--- src/hw/rtl/crc4bs_pkg.sv ---
package crc4bs_pkg;

    localparam int unsigned CRC_W   = 4;
    localparam int unsigned BYTE_W  = 8;
    localparam int unsigned CFG_IW  = 2;

    localparam logic [CFG_IW-1:0] CFG_IDX_POLY = 2'd0;
    localparam logic [CFG_IW-1:0] CFG_IDX_SEED = 2'd1;
    localparam logic [CFG_IW-1:0] CFG_IDX_MSB  = 2'd2;

    localparam logic [CRC_W-1:0] POLY_RST = 4'h3;
    localparam logic [CRC_W-1:0] SEED_RST = 4'h0;
    localparam logic             MSB_RST  = 1'b1;

    typedef struct packed {
        logic [CRC_W-1:0] poly;
        logic [CRC_W-1:0] seed;
        logic             msb_first;
    } t_cfg;

    function automatic logic [CRC_W-1:0] rev_nibble(input logic [CRC_W-1:0] v);
        return {v[0], v[1], v[2], v[3]};
    endfunction

    // Eight shift-and-reduce steps over one byte, either bit order.
    function automatic logic [CRC_W-1:0] crc_byte(
        input logic [CRC_W-1:0]  start,
        input logic [BYTE_W-1:0] data,
        input logic [CRC_W-1:0]  poly,
        input logic              msb_first
    );
        logic [BYTE_W-1:0] wreg;
        logic [CRC_W-1:0]  rpoly;
        logic              fb;
        rpoly = rev_nibble(poly);
        if (msb_first) begin
            wreg = {start, {CRC_W{1'b0}}} ^ data;
            for (int k = 0; k < BYTE_W; k++) begin
                fb   = wreg[BYTE_W-1];
                wreg = {wreg[BYTE_W-2:0], 1'b0};
                if (fb) begin
                    wreg = wreg ^ {poly, {CRC_W{1'b0}}};
                end
            end
            return wreg[BYTE_W-1:CRC_W];
        end else begin
            wreg = {{CRC_W{1'b0}}, start} ^ data;
            for (int k = 0; k < BYTE_W; k++) begin
                fb   = wreg[0];
                wreg = {1'b0, wreg[BYTE_W-1:1]};
                if (fb) begin
                    wreg = wreg ^ {{CRC_W{1'b0}}, rpoly};
                end
            end
            return wreg[CRC_W-1:0];
        end
    endfunction

endpackage

--- src/hw/rtl/crc4_byte_stream_top.sv ---
// Channel  | valid       | stall       | payload
// ---------+-------------+-------------+---------------------------
// input    | i_in_valid  | o_in_stall  | i_data_byte, i_last_byte
// result   | o_out_valid | i_out_stall | o_crc_value
//
// One byte per cycle unless a last byte waits: an input register, the
// eight-step XOR network, then the running CRC and the result register. A
// CRC enters the result register as its last byte leaves the input register.
// Reset (synchronous) loads poly 3, seed 0, MSB first, and
// starts a new message. Only a last byte waits on a stalled result register;
// other bytes keep flowing.
module crc4_byte_stream_top (
    input  logic                            i_clk,
    input  logic                            i_rst_n,
    input  logic                            i_cfg_wr_en,
    input  logic [crc4bs_pkg::CFG_IW-1:0]   i_cfg_index,
    input  logic [crc4bs_pkg::CRC_W-1:0]    i_cfg_data,
    input  logic                            i_in_valid,
    output logic                            o_in_stall,
    input  logic [crc4bs_pkg::BYTE_W-1:0]   i_data_byte,
    input  logic                            i_last_byte,
    output logic                            o_out_valid,
    input  logic                            i_out_stall,
    output logic [crc4bs_pkg::CRC_W-1:0]    o_crc_value
);

    crc4bs_pkg::t_cfg                s_cfg;
    logic                            s_res_ready;
    logic                            s_res_load;
    logic [crc4bs_pkg::CRC_W-1:0]    s_res_crc;

    crc4bs_cfg u_cfg (
        .i_clk       (i_clk),
        .i_rst_n     (i_rst_n),
        .i_cfg_wr_en (i_cfg_wr_en),
        .i_cfg_index (i_cfg_index),
        .i_cfg_data  (i_cfg_data),
        .o_cfg       (s_cfg)
    );

    crc4bs_core u_core (
        .i_clk       (i_clk),
        .i_rst_n     (i_rst_n),
        .i_cfg       (s_cfg),
        .i_in_valid  (i_in_valid),
        .o_in_stall  (o_in_stall),
        .i_data_byte (i_data_byte),
        .i_last_byte (i_last_byte),
        .i_res_ready (s_res_ready),
        .o_res_load  (s_res_load),
        .o_res_crc   (s_res_crc)
    );

    crc4bs_out u_out (
        .i_clk       (i_clk),
        .i_rst_n     (i_rst_n),
        .i_load      (s_res_load),
        .i_crc       (s_res_crc),
        .o_ready     (s_res_ready),
        .o_out_valid (o_out_valid),
        .i_out_stall (i_out_stall),
        .o_crc_value (o_crc_value)
    );

endmodule

--- src/hw/rtl/crc4bs_cfg.sv ---
module crc4bs_cfg (
    input  logic                            i_clk,
    input  logic                            i_rst_n,
    input  logic                            i_cfg_wr_en,
    input  logic [crc4bs_pkg::CFG_IW-1:0]   i_cfg_index,
    input  logic [crc4bs_pkg::CRC_W-1:0]    i_cfg_data,
    output crc4bs_pkg::t_cfg                o_cfg
);

    crc4bs_pkg::t_cfg r_cfg;
    crc4bs_pkg::t_cfg n_cfg;

    always_comb begin
        n_cfg = r_cfg;
        if (i_cfg_wr_en) begin
            case (i_cfg_index)
                crc4bs_pkg::CFG_IDX_POLY: n_cfg.poly      = i_cfg_data;
                crc4bs_pkg::CFG_IDX_SEED: n_cfg.seed      = i_cfg_data;
                crc4bs_pkg::CFG_IDX_MSB:  n_cfg.msb_first = i_cfg_data[0];
                default:                  n_cfg = r_cfg;
            endcase
        end
    end

    always_ff @(posedge i_clk) begin
        if (!i_rst_n) begin
            r_cfg.poly      <= crc4bs_pkg::POLY_RST;
            r_cfg.seed      <= crc4bs_pkg::SEED_RST;
            r_cfg.msb_first <= crc4bs_pkg::MSB_RST;
        end else begin
            r_cfg <= n_cfg;
        end
    end

    assign o_cfg = r_cfg;

endmodule

--- src/hw/rtl/crc4bs_core.sv ---
module crc4bs_core (
    input  logic                            i_clk,
    input  logic                            i_rst_n,
    input  crc4bs_pkg::t_cfg                i_cfg,
    input  logic                            i_in_valid,
    output logic                            o_in_stall,
    input  logic [crc4bs_pkg::BYTE_W-1:0]   i_data_byte,
    input  logic                            i_last_byte,
    input  logic                            i_res_ready,
    output logic                            o_res_load,
    output logic [crc4bs_pkg::CRC_W-1:0]    o_res_crc
);

    logic                            r_valid;
    logic [crc4bs_pkg::BYTE_W-1:0]   r_data;
    logic                            r_last;
    logic [crc4bs_pkg::CRC_W-1:0]    r_crc;
    logic                            r_at_start;

    logic                            s_fire;
    logic                            s_take;
    logic [crc4bs_pkg::CRC_W-1:0]    s_start;
    logic [crc4bs_pkg::CRC_W-1:0]    n_crc;

    // A non-last byte produces no result, so it never waits on the output side.
    assign s_fire     = r_valid && (!r_last || i_res_ready);
    assign o_in_stall = r_valid && !s_fire;
    assign s_take     = i_in_valid && !o_in_stall;

    assign s_start = r_at_start ? i_cfg.seed : r_crc;
    assign n_crc   = crc4bs_pkg::crc_byte(s_start, r_data, i_cfg.poly, i_cfg.msb_first);

    assign o_res_load = s_fire && r_last;
    assign o_res_crc  = n_crc;

    always_ff @(posedge i_clk) begin
        if (!i_rst_n) begin
            r_valid    <= 1'b0;
            r_crc      <= '0;
            r_at_start <= 1'b1;
        end else begin
            if (s_take) begin
                r_valid <= 1'b1;
            end else if (s_fire) begin
                r_valid <= 1'b0;
            end
            if (s_fire) begin
                r_crc      <= n_crc;
                r_at_start <= r_last;
            end
        end
    end

    always_ff @(posedge i_clk) begin
        if (s_take) begin
            r_data <= i_data_byte;
            r_last <= i_last_byte;
        end
    end

    a_last_restarts: assert property (@(posedge i_clk) disable iff (!i_rst_n)
        s_fire && r_last |=> r_at_start)
        else $error("message start not set after last byte");

    a_mid_continues: assert property (@(posedge i_clk) disable iff (!i_rst_n)
        s_fire && !r_last |=> !r_at_start)
        else $error("message start set inside a message");

    a_no_idle_stall: assert property (@(posedge i_clk) disable iff (!i_rst_n)
        !r_valid |-> !o_in_stall)
        else $error("input stalled with empty input register");

    a_load_needs_room: assert property (@(posedge i_clk) disable iff (!i_rst_n)
        o_res_load |-> i_res_ready)
        else $error("result loaded while output register busy");

endmodule

--- src/hw/rtl/crc4bs_out.sv ---
module crc4bs_out (
    input  logic                            i_clk,
    input  logic                            i_rst_n,
    input  logic                            i_load,
    input  logic [crc4bs_pkg::CRC_W-1:0]    i_crc,
    output logic                            o_ready,
    output logic                            o_out_valid,
    input  logic                            i_out_stall,
    output logic [crc4bs_pkg::CRC_W-1:0]    o_crc_value
);

    logic                         r_valid;
    logic [crc4bs_pkg::CRC_W-1:0] r_crc;

    assign o_ready = !r_valid || !i_out_stall;

    always_ff @(posedge i_clk) begin
        if (!i_rst_n) begin
            r_valid <= 1'b0;
        end else if (o_ready) begin
            r_valid <= i_load;
        end
    end

    always_ff @(posedge i_clk) begin
        if (i_load && o_ready) begin
            r_crc <= i_crc;
        end
    end

    assign o_out_valid = r_valid;
    assign o_crc_value = r_crc;

endmodule

--- config.mk ---
export PLATFORM = sky130hd
export DESIGN_NAME = crc4_byte_stream_top
export DESIGN_NICKNAME = d
export VERILOG_FILES = /design/src/hw/rtl/crc4bs_pkg.sv /design/src/hw/rtl/crc4_byte_stream_top.sv /design/src/hw/rtl/crc4bs_cfg.sv /design/src/hw/rtl/crc4bs_core.sv /design/src/hw/rtl/crc4bs_out.sv
export SDC_FILE = /design/constraint.sdc
export NUM_CORES = 1
export LEC_CHECK = 0
export ABC_AREA = 1
export BUFFER_PORTS_ARGS = -buffer_cell sky130_fd_sc_hd__buf_2
export CORE_ASPECT_RATIO = 1.75
export CORE_MARGIN = 2
export CORE_UTILIZATION = 50
export DETAILED_ROUTE_END_ITERATION = 8
export GPL_ROUTABILITY_DRIVEN = 1
export PLACE_DENSITY = 0.79
export SYNTH_ARGS = -nofsm -noshare
export SYNTH_HDL_FRONTEND = slang
export SYNTH_SLANG_ARGS = --single-unit
--- constraint.sdc ---
create_clock -name i_clk -period 5.7 [get_ports i_clk]
set_clock_uncertainty 0.2 [all_clocks]
set_input_delay 0.57 -clock i_clk [delete_from_list [all_inputs] [get_ports i_clk]]
set_output_delay 0.57 -clock i_clk [all_outputs]
set_load 0.1 [all_outputs]
==> results.sh <==
export IMPL_yosys_area_share_simple=0.540
export IMPL_synth_warnings=0
export IMPL_nets=511
export IMPL_setup_tns_ns=0
export IMPL_syn_area_um2=2890
export IMPL_fin_crit_sh=0.648
export IMPL_critPathSlowestCell="dfxtp_1"
export IMPL_htreeDepth=2
export IMPL_wl_mm=6.85
export IMPL_cp_cell_sequence="xnor2_1 -> nand3_1 -> nand2_1 -> nand2_1 -> nand2_1 -> nand2_1 -> nand3_1 -> nand2_1 -> nand2_1 -> nand2_1 -> inv_1 -> nand2_1 -> nand2_4 -> nand2_1 -> nand2_2 -> nand3_1 -> nor2_1 -> inv_2 -> nand2_2 -> nor2_1 -> nor2_4 -> nand3_1 -> nand3_1 -> nand2_1"
export IMPL_dr_pass1_iters=4
export IMPL_synth_xor_area_share=0.0477
export IMPL_drive_above_1_share=0.207
export IMPL_sw_frac_of_total=0.458
export IMPL_hold_violations=0
export IMPL_clockPowerShare=0.188
export IMPL_yosysUniqueCellTypes=30
export IMPL_ir_drop_mv=0.190
export IMPL_viasPerCell=5.16
export IMPL_cts_hold_buf=0
export IMPL_netlist_instances=470
export IMPL_cts_setup_buffers=0
export IMPL_synth_nets=490
export IMPL_utilization=0.563
export IMPL_tightest_slew_ns=0.950
export IMPL_drv_slew=0
export IMPL_leakage_nw=1.70
export IMPL_root_buffer="clkbuf_8"
export IMPL_cts_buffers=5
export IMPL_p_seq_frac=0.281
export IMPL_grt_pass1_wl_mm=12.1
export IMPL_final_common_cell="nand2_1"
export IMPL_crit_path_max_fanout=21
export IMPL_outcome="complete, no violations"
export IMPL_die_w_um=61.4
export IMPL_path_common_cell="nand2_1"
export IMPL_min_path_type="in2reg"
export IMPL_synth_compound_area_frac=0.0477
export IMPL_start_util=0.517
export IMPL_coreArea_um2=5590
export IMPL_clkLatencyLatePin_ns=0.29
export IMPL_rsz0062_at_grt="no"
export IMPL_grt_total_usage=0.244
export IMPL_area_growth_pct=9.02
export IMPL_crit_type="reg2reg"
export IMPL_cap_violations=0
export IMPL_stdcell_count=568
export IMPL_drtIter0Drc=90
export IMPL_pwr_share_comb=0.531
export IMPL_fillers=576
export IMPL_clkTransAtPathRegs_ns=0.06
export IMPL_num_rows=36
export IMPL_drc_errors=0
export IMPL_clock_sinks=29
export IMPL_vias=2930
export IMPL_pin_count=26
export IMPL_slew_headroom=0.366
export IMPL_fin_crit_ns=3.69
export IMPL_place_area_um2=3050
export IMPL_synth_top_family_by_area="simple AND/OR/NAND/NOR gates"
export IMPL_final_area_um2=3150
export IMPL_antenna_found_initial=0
export IMPL_ys_seq_elements=29
export IMPL_multiInputGateArea_um2=1830
export IMPL_power_density_nw_per_um2=287
export IMPL_switchingPower_mw=0.413
export IMPL_cts_tree="yes"
export IMPL_antenna_left=0
export IMPL_layout_common_cells="160 x nand2_1, 78 x nand3_1, 61 x inv_1, 27 x nand2_2, 25 x buf_2"
export IMPL_max_clock_freq_ghz=0.271
export IMPL_placedCellCount=560
export IMPL_dieArea_um2=6420
export IMPL_ctsResizeCount=0
export IMPL_cts_buffer_depth=2
export IMPL_gr_total_overflow=0
export IMPL_avgSynthCellArea_um2=6.14
export IMPL_critPathArrivalTime_ns=3.54
export IMPL_antenna_cells=0
export IMPL_setup_viol=0
export IMPL_io_buffers=25
export IMPL_p_int_mw=0.489
export IMPL_grt_max_degree=30
export IMPL_startpoint_type="flop"
export IMPL_total_power_mw=0.903
export IMPL_regArea_um2=711
export IMPL_wire_per_inst_um=12.1
export IMPL_hpwl_mm=5.47
export IMPL_synth_fa_ha_area_frac=0
export IMPL_synth_seq_area_share=0.246
export IMPL_routabilityCongestion=0.921
export IMPL_required_ns=5.54
export IMPL_synth_mux_area_frac=0
export IMPL_end_kind="flop"
export IMPL_slowest_delay_ns=0.94
export IMPL_die_y_um=104
export IMPL_grt_pass1_vias=2877
-- cell type report --
class                   instances  area share
clock buffers                   6      0.0263
clock inverters                 2     0.00278
well taps                      76      0.0302
repair buffers                 27      0.0446
flip-flops and latches         29       0.226
inverters                      72      0.0875
multi-input cells             356       0.583
-- sequential cells by signal (all words and copies together) (netlist names) --
register           cells
u_out.o_out_valid      1
u_core.r_crc           4
u_out.o_crc_value      4
u_cfg.o_cfg            9
u_core.r_valid         1
u_core.r_at_start      1
u_core.r_data          8
u_core.r_last          1
-- metrics by stage --
stage,setup WS [ns],hold slack (ns)
after CTS,2.01,0.247
after floorplan,2.79,0.244
after detailed placement,2.01,0.266
after global routing,1.66,0.252
final,2.01,0.257
after global placement,2.15,0.260
-- per-layer routing --
metal | GRT usage | vias to the layer above | part of all wire
li1 | - | 1516 | -
met1 | 0.250 | 1322 | 0.37
met4 | 0.153 | 0 | 0.054
met3 | 0.0373 | 24 | 0.036
met2 | 0.428 | 68 | 0.54
met5 | 0 | - | 0
-- synthesized netlist by cell type --
cell / number / area (um^2)
inv_6: 1 / 8.76
buf_6: 1 / 11.3
edfxtp_1: 13 / 390
o21ai_1: 1 / 5.00
nand2_1: 160 / 601
nand3_4: 1 / 17.5
xor2_1: 4 / 35.0
nand3b_1: 2 / 15.0
nand2b_1: 1 / 6.26
o21ai_0: 11 / 55.1
buf_4: 2 / 15.0
xnor2_1: 8 / 70.1
nand2_4: 11 / 124
nand2_2: 27 / 169
clkbuf_1: 6 / 22.5
inv_2: 10 / 37.5
nand3_1: 78 / 390
nand4_1: 4 / 25.0
nor2_1: 14 / 52.6
xor2_2: 2 / 32.5
nor3_1: 2 / 10.0
nor2_2: 4 / 25.0
dfxtp_1: 16 / 320
inv_1: 61 / 229
nor2_4: 2 / 22.5
buf_1: 2 / 7.51
a21oi_1: 11 / 55.1
o211ai_1: 3 / 22.5
buf_2: 2 / 10.0
nand3_2: 10 / 100
-- power groups by stage --
stage | combinational [mW] | sequential (mW) | clock, mW
detailed placement | 0.477 | 0.258 | 0
global route | 0.547 | 0.255 | 0.178
floorplan | 0.380 | 0.271 | 0
CTS | 0.480 | 0.253 | 0.174
finish | 0.480 | 0.254 | 0.170
global placement | 0.463 | 0.257 | 0
-- kinds of logic (layout without fill, tap and decap cells) --
kind of cell | Yosys count | in the layout
AO/OA/AOI/OAI | 26 | 26
XOR/XNOR | 14 | 14
buffers and inverters | 85 | 107
flip-flops | 29 | 29
AND/OR/NAND/NOR | 316 | 316
-- worst paths after layout --
check | from | to | slack, ns | cells after the start
max | u_cfg.o_cfg[5]$_SDFFE_PN1P_ | u_out.o_crc_value[2]$_DFFE_PP_ | 2.01 | 24
min | i_last_byte | u_core.r_last$_DFFE_PP_ | 0.26 | 1
max reg2reg | u_cfg.o_cfg[5]$_SDFFE_PN1P_ | u_out.o_crc_value[2]$_DFFE_PP_ | 2.01 | 24
min reg2reg | u_cfg.o_cfg[3]$_SDFFE_PN0P_ | u_cfg.o_cfg[3]$_SDFFE_PN0P_ | 0.27 | 2
-- worst max-delay path: cells and delay by family, from the launching register on --
kind                      cells  cell delay, ns
buffers and inverters         2            0.11
and+or+nand+nor              21            1.97
DFF                           1            0.94
xor gates and xnor gates      1            0.20
Note: power is estimated with default switching activity, not from simulation.
